## config.mk

```make
export PLATFORM = sky130hd
export DESIGN_NAME = chkv_front
export DESIGN_NICKNAME = d
export VERILOG_FILES = /design/src/rtl/chkv_pkg.sv /design/src/rtl/chkv_front.sv
export SDC_FILE = /design/constraint.sdc
export NUM_CORES = 1
export LEC_CHECK = 0
export BUFFER_PORTS_ARGS = -buffer_cell sky130_fd_sc_hd__buf_2
export CAP_MARGIN = 0
export CORE_ASPECT_RATIO = 0.5
export CORE_UTILIZATION = 48
export DETAILED_ROUTE_END_ITERATION = 8
export PLACE_DENSITY = 0.88
export SLEW_MARGIN = 20
export SYNTH_ARGS = -nofsm -noshare
export SYNTH_HDL_FRONTEND = slang
export SYNTH_SLANG_ARGS = --single-unit
```

## constraint.sdc

```tcl
create_clock -name i_clk -period 5.6 [get_ports i_clk]
set_clock_uncertainty 0.15 [all_clocks]
set_input_delay 1.12 -clock i_clk [delete_from_list [all_inputs] [get_ports i_clk]]
set_output_delay 1.12 -clock i_clk [all_outputs]
set_load 0.01 [all_outputs]
```

## src/rtl/chkv_pkg.sv

```systemverilog
`timescale 1ns / 1ps
// ----------------------------------------------------------------------------
// chkv_pkg
// Shared types and constants for the chained hash key-value store.
// ----------------------------------------------------------------------------
package chkv_pkg;
    localparam int Buckets     = 16;
    localparam int PoolEntries = 64;
    localparam int KeyChars    = 19;

    localparam int BucketW = (Buckets > 1) ? $clog2(Buckets) : 1;
    localparam int EntryW  = 7;
    localparam int CountW  = 5;
    localparam int KeyMemD = PoolEntries * KeyChars;
    localparam int KeyMemW = $clog2(KeyMemD);
    localparam int FifoD   = 2;

    localparam logic [EntryW-1:0] NullLink  = 7'h7F;
    localparam logic [31:0]       MissValue = 32'hFFFF_FFFF;

    typedef enum logic [1:0] {
        ACT_INSERT = 2'd0,
        ACT_SEARCH = 2'd1,
        ACT_DELETE = 2'd2,
        ACT_OTHER  = 2'd3
    } t_action;

    typedef enum logic [1:0] {
        ST_OK       = 2'd0,
        ST_NOTFOUND = 2'd1,
        ST_FULL     = 2'd2,
        ST_TOOLONG  = 2'd3
    } t_status;

    // terminator command passed from front to back
    typedef struct packed {
        t_action             action;
        logic [BucketW-1:0]  bucket;
        logic [CountW-1:0]   count;
        logic                overflow;
        logic signed [31:0]  value;
    } t_cmd;

    typedef enum logic [3:0] {
        S_IDLE, S_CLEAR, S_INS_KEY, S_INS_FIN, S_HEAD, S_ENTRY, S_ENTRY_W,
        S_CMP, S_CMP_W, S_NEXT, S_HIT, S_DONE
    } t_state;
endpackage

```

## src/rtl/chkv_front.sv

```systemverilog
`timescale 1ns / 1ps
// ----------------------------------------------------------------------------
// chkv_front
// Takes key characters, keeps the running hash and key, and hands each
// terminator to the back end through a small command queue.
// ----------------------------------------------------------------------------
module chkv_front (
    input  logic                          i_clk,
    input  logic                          i_rst_n,
    input  logic                          i_start,
    output logic                          o_busy,
    input  logic [1:0]                    i_action,
    input  logic [7:0]                    i_key_char,
    input  logic signed [31:0]            i_value_in,
    // key buffer write to the back end's key RAM
    output logic                          o_kb_we,
    output logic [chkv_pkg::CountW-1:0]   o_kb_addr,
    output logic [7:0]                    o_kb_data,
    // command queue
    output logic                          o_cmd_valid,
    output chkv_pkg::t_cmd                o_cmd,
    input  logic                          i_cmd_pop,
    input  logic                          i_back_idle
);
    import chkv_pkg::*;

    logic [31:0]       r_hash;
    logic [CountW-1:0] r_count;
    logic              r_ovf;
    t_cmd              r_q;
    logic              r_qv;
    logic              accept, term;

    // the key buffer is shared with the back end, so a new key waits until
    // the queued command has been fully consumed
    assign o_busy = r_qv || !i_back_idle;
    assign accept = i_start && !o_busy;
    assign term   = (i_key_char == 8'd0);

    assign o_kb_we   = accept && !term && (r_count < CountW'(KeyChars));
    assign o_kb_addr = r_count;
    assign o_kb_data = i_key_char;
    assign o_cmd_valid = r_qv;
    assign o_cmd       = r_q;

    always_ff @(posedge i_clk) begin
        if (!i_rst_n) begin
            r_hash  <= '0;
            r_count <= '0;
            r_ovf   <= 1'b0;
            r_qv    <= 1'b0;
        end else begin
            if (i_cmd_pop) begin
                r_qv <= 1'b0;
            end
            if (accept) begin
                if (term) begin
                    r_q.action   <= t_action'(i_action);
                    r_q.bucket   <= BucketW'(r_hash % Buckets);
                    r_q.count    <= r_count;
                    r_q.overflow <= r_ovf;
                    r_q.value    <= i_value_in;
                    r_qv    <= 1'b1;
                    r_hash  <= '0;
                    r_count <= '0;
                    r_ovf   <= 1'b0;
                end else begin
                    r_hash <= (r_hash << 5) - r_hash + {24'd0, i_key_char};
                    if (r_count < CountW'(KeyChars)) begin
                        r_count <= r_count + 1'b1;
                    end else begin
                        r_ovf <= 1'b1;
                    end
                end
            end
        end
    end
endmodule

```

==> out/results.tsv, run 1 <==
metric	value	unit
outcome	complete, no violations	
global-route wire length before repair	5.27	mm
DP HPWL	2.89	mm
Syn Area/Cell	16.9	um2
share of cells above drive strength 1	0.524	
Final ANT Viol Nets	0	
most frequent cells in the layout	buf_2, edfxtp_1, dfxtp_1	
total internal power	571	uW
CTS clk-pin slew, worst paths	90	ps
initial antenna violation count	0	
Hold Path Class	reg2reg	
RSZ-0062 raised after global routing	false	
arrival time worst endpoint	2100	ps
Post-synth EDFFs	44	
FF+latch count, synth	55	
Seq/Total Area, Yosys	0.750	
Synth Instances	122	
Max VDD drop	0.121	mV
pin count of the biggest net entering global routing	45	
Hold Slack	298	ps
fmax	0.296	GHz
CP Launch Type	primary input	
hold_sp	r_ovf	
Pwr Total	720	uW
clock share of power	0.303	
Comb power frac	0.073	
share of flip-flops with an asynchronous set or reset	0	
R2R Path Start	o_cmd_valid	
net switching share of the total power	0.206	
setup violators final	0	
Period minus WS final	3370	ps
CTS tree	built	
Max Slew Vio Count	0	
post-DR wirelength/cell	13.8	um
Syn Std Cell Area	2060	um2
slew at the pin with the worst max-slew slack	978	ps
worst skew pair latency	300	ps
H-tree levels	2	
die height	48.3	um
Seq pwr share	0.624	
Net Count, Synth	175	
post_cts resized	0	
Leak	0.00113	uW
core area	4000	um2
antenna diode count	0	
nets	279	
hold endpoint	o_cmd[32]	
r2r endpoint	o_cmd[0]	
post-layout util	0.670	
Worst Path Required	4330	ps
Synth cell types	33	
port bufs	106	
commonest non-fill, non-tap cell in the layout	buf_2	
Hold Fails Final Rpt	0	
Placed Instances	273	
Area growth syn-to-layout	30.5	%
standard-cell row count	16	
setup TNS	0	ps
vias in the first global route	1136	
final non-filler cell total	281	
Die X	94.6	um
DR iter-0 viols	48	
FF-to-FF setup slack	3330	ps
starting density of the core	0.513	
clk sink count	55	
NetSw	149	uW
Vias/cell	4.84	
First-pass DRT Iterations	4	
Placer Congestion	0.739	
max-cap violation count	0	
clock root cell	clkbuf_8	
DRT Wirelength	3.88	mm
Synth Warn #	0	
Crit Path Category	in2out	
PwrDens	268	nW/um2
Filler Cells Inserted	309	
Hold Crit Depth	0	
Reg2Reg Depth	3	
crit share post-route	0.603	
Vias	1360	
max_slew headroom	0.348	
drt drc	0	
clock buffer depth	2	
Crit Path Max Fanout	7	
Tot GR Track Use	0.159	
Crit. End Element	output pin	
DIE AREA	4560	um2
hold buffers post-CTS	0	
Post-CTS Setup Inserts	0	
total CTS buffers	5	
Post-synth top flop	edfxtp_1	
GRT overflow	0	
IO Pins	107	
[per-layer routing]
| metal | routed length, um | vias to the layer above | GRT usage | part of all wire |
|---|---|---|---|---|
| li1 | - | 659 | - | - |
| met1 | 1650 | 644 | 0.198 | 0.43 |
| met2 | 1960 | 52 | 0.291 | 0.51 |
| met3 | 235 | 5 | 0.0327 | 0.061 |
| met4 | 26 | 0 | 0.0576 | 0.0067 |
| met5 | 0 | - | 0 | 0 |
[worst max-delay path: stages]
cell      delay [ps]
buf_2            100
nand3b_1         220
a21oi_2          330
and2_1           200
buf_2            140
[flip-flops by register name (all words and copies together), names as in the netlist]
register / flops
o_cmd: 44
o_kb_addr: 5
r_ovf: 1
r_hash: 4
o_cmd_valid: 1
[layout make-up]
type	instances	area, um2	area share
Clock inverter	1	5.00	0.00187
Timing Repair Buffer	106	531	0.198
Tap cell	54	67.6	0.0252
Sequential cell	55	1540	0.575
Inverter	8	30.0	0.0112
Clock buffer	7	86.3	0.0322
Multi-Input combinational cell	50	422	0.157
[worst max path at each step]
stage / start / end / cells after the start
finish: i_back_idle / o_kb_we / 5
global route: i_back_idle / o_kb_we / 5
CTS: i_back_idle / o_kb_we / 5
detailed placement: i_back_idle / o_kb_we / 5
global placement: i_back_idle / o_kb_we / 5
floorplan: i_key_char[5] / o_cmd[0] / 3
[power by group through the flow]
stage / Combinational [uW] / Clock, uW / Sequential (uW)
finish: 52.7 / 218 / 449
detailed placement: 53.2 / 0 / 458
floorplan: 28.3 / 0 / 457
global route: 59.4 / 236 / 449
global placement: 50.5 / 0 / 458
CTS: 53.5 / 221 / 449
[kinds of logic (layout without fill, tap and decap cells)]
group                    Yosys count  in the layout  share of synthesized area
AO/OA/AOI/OAI                     16             16                     0.0590
XOR/XNOR                           3              3                     0.0128
adder cells (fa/ha/maj)            6              6                     0.0402
buffers and inverters             17            122                     0.0456
flip-flops                        55             55                      0.750
multiplexers                       1              1                    0.00487
AND/OR/NAND/NOR                   24             24                     0.0876
[per-stage QoR]
step | cell area (um2) | setup slack [ps]
after detailed placement | 2590 | 2230
after CTS | 2680 | 2230
final | 2680 | 2230
after floorplan | 2060 | 2300
after global routing | 2680 | 2110
after global placement | 2590 | 2280
[synthesized netlist by cell type, drive strengths merged (2+ instances only)]
cell | number | area (um2)
ha | 5 | 62.6
xnor2 | 3 | 26.3
nand3 | 3 | 15.0
inv | 8 | 30.0
and3 | 3 | 20.0
buf | 8 | 60.1
o21ai | 2 | 10.0
nand2 | 3 | 11.3
o211ai | 2 | 15.0
dfxtp | 11 | 220
edfxtp | 44 | 1320
a22oi | 4 | 35.0
and2 | 2 | 12.5
a31oi | 2 | 12.5
and3b | 2 | 17.5
nor2b | 4 | 25.0
nor4 | 2 | 42.5
(Power assumes the default switching activity.)
==> run 2, diff against run 1 <==
- CORE_UTILIZATION: 48 -> 40
- PLACE_DENSITY: 0.88 -> 0.79
- clock period: 5.6 -> 2.79 ns (I/O delays scaled with it)
==> run 2 against run 1 <==
Cell area rose by 2.1%. Largest cell class unchanged. Register-to-register slack got worse by 2700 ps. Critical path type is now reg2out. Cell count grew 6.0%. First-iteration DRC count is 6.3% lower. Combinational power increased by 100%. Sequential power is 100% higher.
==> out/results.tsv, run 2 (synthesized netlist as in run 1, its figures left out) <==
metric	value	unit
CP Launch Type	flip-flop	
starting density of the core	0.417	
PwrDens	552	nW/um2
Crit. End Element	output pin	
clock share of power	0.333	
most frequent cells in the layout	buf_2, edfxtp_1, dfxtp_1	
commonest non-fill, non-tap cell in the layout	buf_2	
Largest register FFs	44	
setup violators final	0	
max_slew headroom	0.775	
core area	4930	um2
outcome	complete, no violations	
fmax	0.418	GHz
Area growth syn-to-layout	33.2	%
Filler Cells Inserted	397	
total internal power	1210	uW
DR iter-0 viols	45	
Period minus WS final	2390	ps
DP HPWL	2.88	mm
share of cells above drive strength 1	0.522	
vias in the first global route	1134	
placed cell area	2630	um2
Die X	103	um
clock buffer depth	2	
H-tree levels	2	
net switching share of the total power	0.196	
Comb power frac	0.071	
global-route wire length before repair	5.42	mm
standard-cell row count	18	
Hold Fails Final Rpt	0	
drt drc	0	
clk sink count	55	
Worst Path Required	2080	ps
DIE AREA	5450	um2
NetSw	295	uW
CTS tree	built	
nets	280	
clock root cell	clkbuf_8	
DRT Wirelength	3.83	mm
initial antenna violation count	0	
First-pass DRT Iterations	4	
CTS clk-pin slew, worst paths	90	ps
RSZ-0062 raised after global routing	false	
arrival time worst endpoint	1680	ps
antenna diode count	0	
setup TNS	0	ps
Placer Congestion	0.751	
die height	52.7	um
max-cap violation count	0	
Hold Path Class	in2reg	
Post-CTS Setup Inserts	0	
Vias/cell	4.51	
Hold Slack	274	ps
hold buffers post-CTS	0	
Crit Path Max Fanout	7	
Seq pwr share	0.596	
IO Pins	107	
Max Slew Vio Count	0	
worst skew pair latency	300	ps
slew at the pin with the worst max-slew slack	336	ps
Leak	0.00115	uW
post-DR wirelength/cell	12.8	um
Max VDD drop	0.228	mV
total CTS buffers	5	
GRT overflow	0	
Tot GR Track Use	0.138	
port bufs	106	
post_cts resized	0	
pin count of the biggest net entering global routing	45	
crit share post-route	0.857	
Final ANT Viol Nets	0	
Finished Cell Area	2740	um2
Crit Path Category	reg2out	
Vias	1343	
run 2: cell types whose count changed in the layout (fill, tap and decap cells not counted):
cell,before,now
buf_12,0,1
bufinv_16,0,1
clkbuf_1,1,2
clkbuf_8,6,5
clkinv_2,1,0
run 2: area by class of cell:
type / count / area, um2 / share of cell area
Clock buffer: 7 / 76.3 / 0.0279
Tap cell: 70 / 87.6 / 0.0320
Inverter: 8 / 30.0 / 0.0110
Sequential cell: 55 / 1540 / 0.563
Multi-Input combinational cell: 50 / 422 / 0.154
Timing Repair Buffer: 107 / 551 / 0.201
Clock inverter: 1 / 30.0 / 0.0110
run 2: final timing paths:
kind | start | to | slack (ps) | cells past startpoint
setup reg to reg | r_hash[1] | r_hash[3] | 680 | 8
hold reg to reg | r_ovf | o_cmd[32] | 310 | 0
setup / recovery | o_cmd_valid | o_kb_we | 400 | 4
hold / removal | i_value_in[7] | o_cmd[7] | 270 | 1
run 2: worst max-delay path: stages (launching register included):
cell,delay (ps)
dfxtp_1,340
nand3b_1,340
a21oi_2,370
and2_1,200
buf_2,140
run 2: stage by stage:
step	cells	power, uW	utilization	setup WS, ps
after global placement	290	1020	0.533	468
after floorplan	122	974	-	52.7
after CTS	298	1520	0.555	428
after global routing	298	1570	0.555	302
final	298	1510	0.555	399
after detailed placement	290	1030	0.533	406
run 2: power by group through the flow:
stage | Clock [uW] | Sequential [uW] | Combinational [uW]
CTS | 513 | 900 | 107
global placement | 0 | 918 | 101
global route | 549 | 901 | 118
floorplan | 0 | 917 | 56.9
detailed placement | 0 | 919 | 107
finish | 503 | 900 | 107
run 2: per-layer routing:
metal  share of wire  vias up  global-route usage
met5               0        -                   0
met4           0.018        0              0.0704
met3           0.094        6              0.0347
met2            0.50       69               0.243
met1            0.39      611               0.158
li1                -      657                   -
==> run 3, diff against run 2 <==
- CORE_UTILIZATION: 40 -> 35
- PLACE_DENSITY: 0.79 -> 0.71
==> run 3 against run 2 <==
Via count is 1.5% higher. Worst hold slack better by 20 ps. Routed wire length is 3.0% higher. First-iteration DRC count is 98% higher. Clock-buffer cell count is 1 higher. Sequential power hardly changed. Highest routed layer unchanged.
==> out/results.tsv, run 3 (synthesized netlist as in run 1, its figures left out) <==
metric	value	unit
clk sink count	55	
CP delay by family, top	simple AND/OR/NAND/NOR gates	
global-route wire length before repair	5.78	mm
Hold Path Class	in2reg	
setup violators final	0	
WP buf/inv	1	
nets	281	
Placer Congestion	0.734	
starting density of the core	0.370	
DR iter-0 viols	89	
r2r endpoint	r_hash[3]	
Leak	0.00116	uW
pin count of the biggest net entering global routing	45	
commonest non-fill, non-tap cell in the layout	buf_2	
Stages on worst setup path	4	
clock root cell	clkbuf_16	
slowest stage delay, CP	330	ps
end point of the critical path	o_kb_we	
port bufs	106	
setup TNS	0	ps
drt drc	0	
Final ANT Viol Nets	0	
PwrDens	571	nW/um2
fmax	0.461	GHz
Worst Setup SP	o_cmd_valid	
CTS clk-pin slew, worst paths	70	ps
IO Pins	107	
CTS tree	built	
DP HPWL	2.96	mm
Reg2Reg Depth	8	
crit path cell chain	nand3b_1 > a21oi_2 > and2_1 > buf_2	
Crit Path Category	reg2out	
share of cells above drive strength 1	0.520	
Vias/cell	4.51	
initial antenna violation count	0	
standard-cell row count	19	
worst skew pair latency	280	ps
Area growth syn-to-layout	35.2	%
placed cell area	2640	um2
DIE AREA	6200	um2
Crit. End Element	output pin	
RSZ-0062 raised after global routing	false	
Crit Path Max Fanout	6	
H-tree levels	2	
slew at the pin with the worst max-slew slack	315	ps
core area	5560	um2
Largest register FFs	44	
outcome	complete, no violations	
FF-to-FF setup slack	760	ps
crit share post-route	0.778	
Pwr Total	1590	uW
max_slew headroom	0.790	
CP max stage cell	dfxtp_1	
DRT Wirelength	3.94	mm
antenna diode count	0	
vias in the first global route	1252	
most frequent cells in the layout	buf_2, edfxtp_1, dfxtp_1	
First-pass DRT Iterations	4	
die height	56.2	um
hold buffers post-CTS	0	
clock buffer depth	2	
arrival time worst endpoint	1460	ps
max-cap violation count	0	
GRT overflow	0	
post_cts resized	0	
Period minus WS final	2170	ps
Max VDD drop	0.260	mV
total CTS buffers	5	
Worst Path Required	2080	ps
Die X	110	um
Placement Setup Slack	450	ps
post-DR wirelength/cell	13.0	um
Finished Cell Area	2780	um2
CP Launch Type	flip-flop	
Placed Instances	294	
Final Worst Setup Slack	620	ps
Post-CTS Setup Inserts	0	
Hold Fails Final Rpt	0	
Tot GR Track Use	0.124	
R2R Path Start	r_hash[1]	
Vias	1363	
final non-filler cell total	302	
Max Slew Vio Count	0	
## run 3: cell types whose count changed in the layout (fill, tap and decap cells not counted)
cell,change
buf_4,+1
bufinv_16,-1
clkbuf_1,+1
clkbuf_16,+5
clkbuf_8,-5
## run 3: worst min path at each step
stage / startpoint / depth (start not counted) / end / slack [ps]
floorplan: r_ovf / 0 / o_cmd[32] / 260
global placement: r_ovf / 0 / o_cmd[32] / 280
detailed placement: r_ovf / 0 / o_cmd[32] / 290
CTS: i_action[0] / 1 / o_cmd[42] / 290
global route: i_value_in[12] / 1 / o_cmd[12] / 290
finish: i_value_in[21] / 1 / o_cmd[21] / 290
## run 3: where the power goes
| group | total, uW | internal [uW] | switching [uW] |
|---|---|---|---|
| logic | 104 | 55.0 | 49.5 |
| clock network | 583 | 334 | 249 |
| registers | 900 | 892 | 8.40 |
## run 3: per-layer routing
| metal | up-vias | share of wire | wire length [um] | track usage |
|---|---|---|---|---|
| met5 | - | 0 | 0 | 0 |
| li1 | 660 | - | - | - |
| met4 | 0 | 0.014 | 57 | 0.0564 |
| met2 | 51 | 0.50 | 1950 | 0.209 |
| met1 | 644 | 0.42 | 1670 | 0.153 |
| met3 | 8 | 0.065 | 255 | 0.0234 |
## run 3: stage by stage
step | hold WS [ps] | util
global route | 285 | 0.500
detailed placement | 294 | 0.475
finish | 294 | 0.500
global placement | 278 | 0.475
CTS | 289 | 0.500
floorplan | 259 | -
## run 3: layout make-up
class / count / area (um2)
well taps: 73 / 91.3
multi-input cells: 50 / 422
inverters: 8 / 30.0
flip-flops and latches: 55 / 1540
repair buffers: 108 / 558
fillers: 491 / 2780
clock buffers: 8 / 136
## run 3: worst reg2reg max path: cells and delay by family, from the launching register on
kind	cells	cell delay, ps
xor gates and xnor gates	2	340
and+or+nand+nor	1	110
DFF	1	350
adders and majority gates	3	850
buffers and inverters	1	50
AOI/OAI and AO/OA	1	100
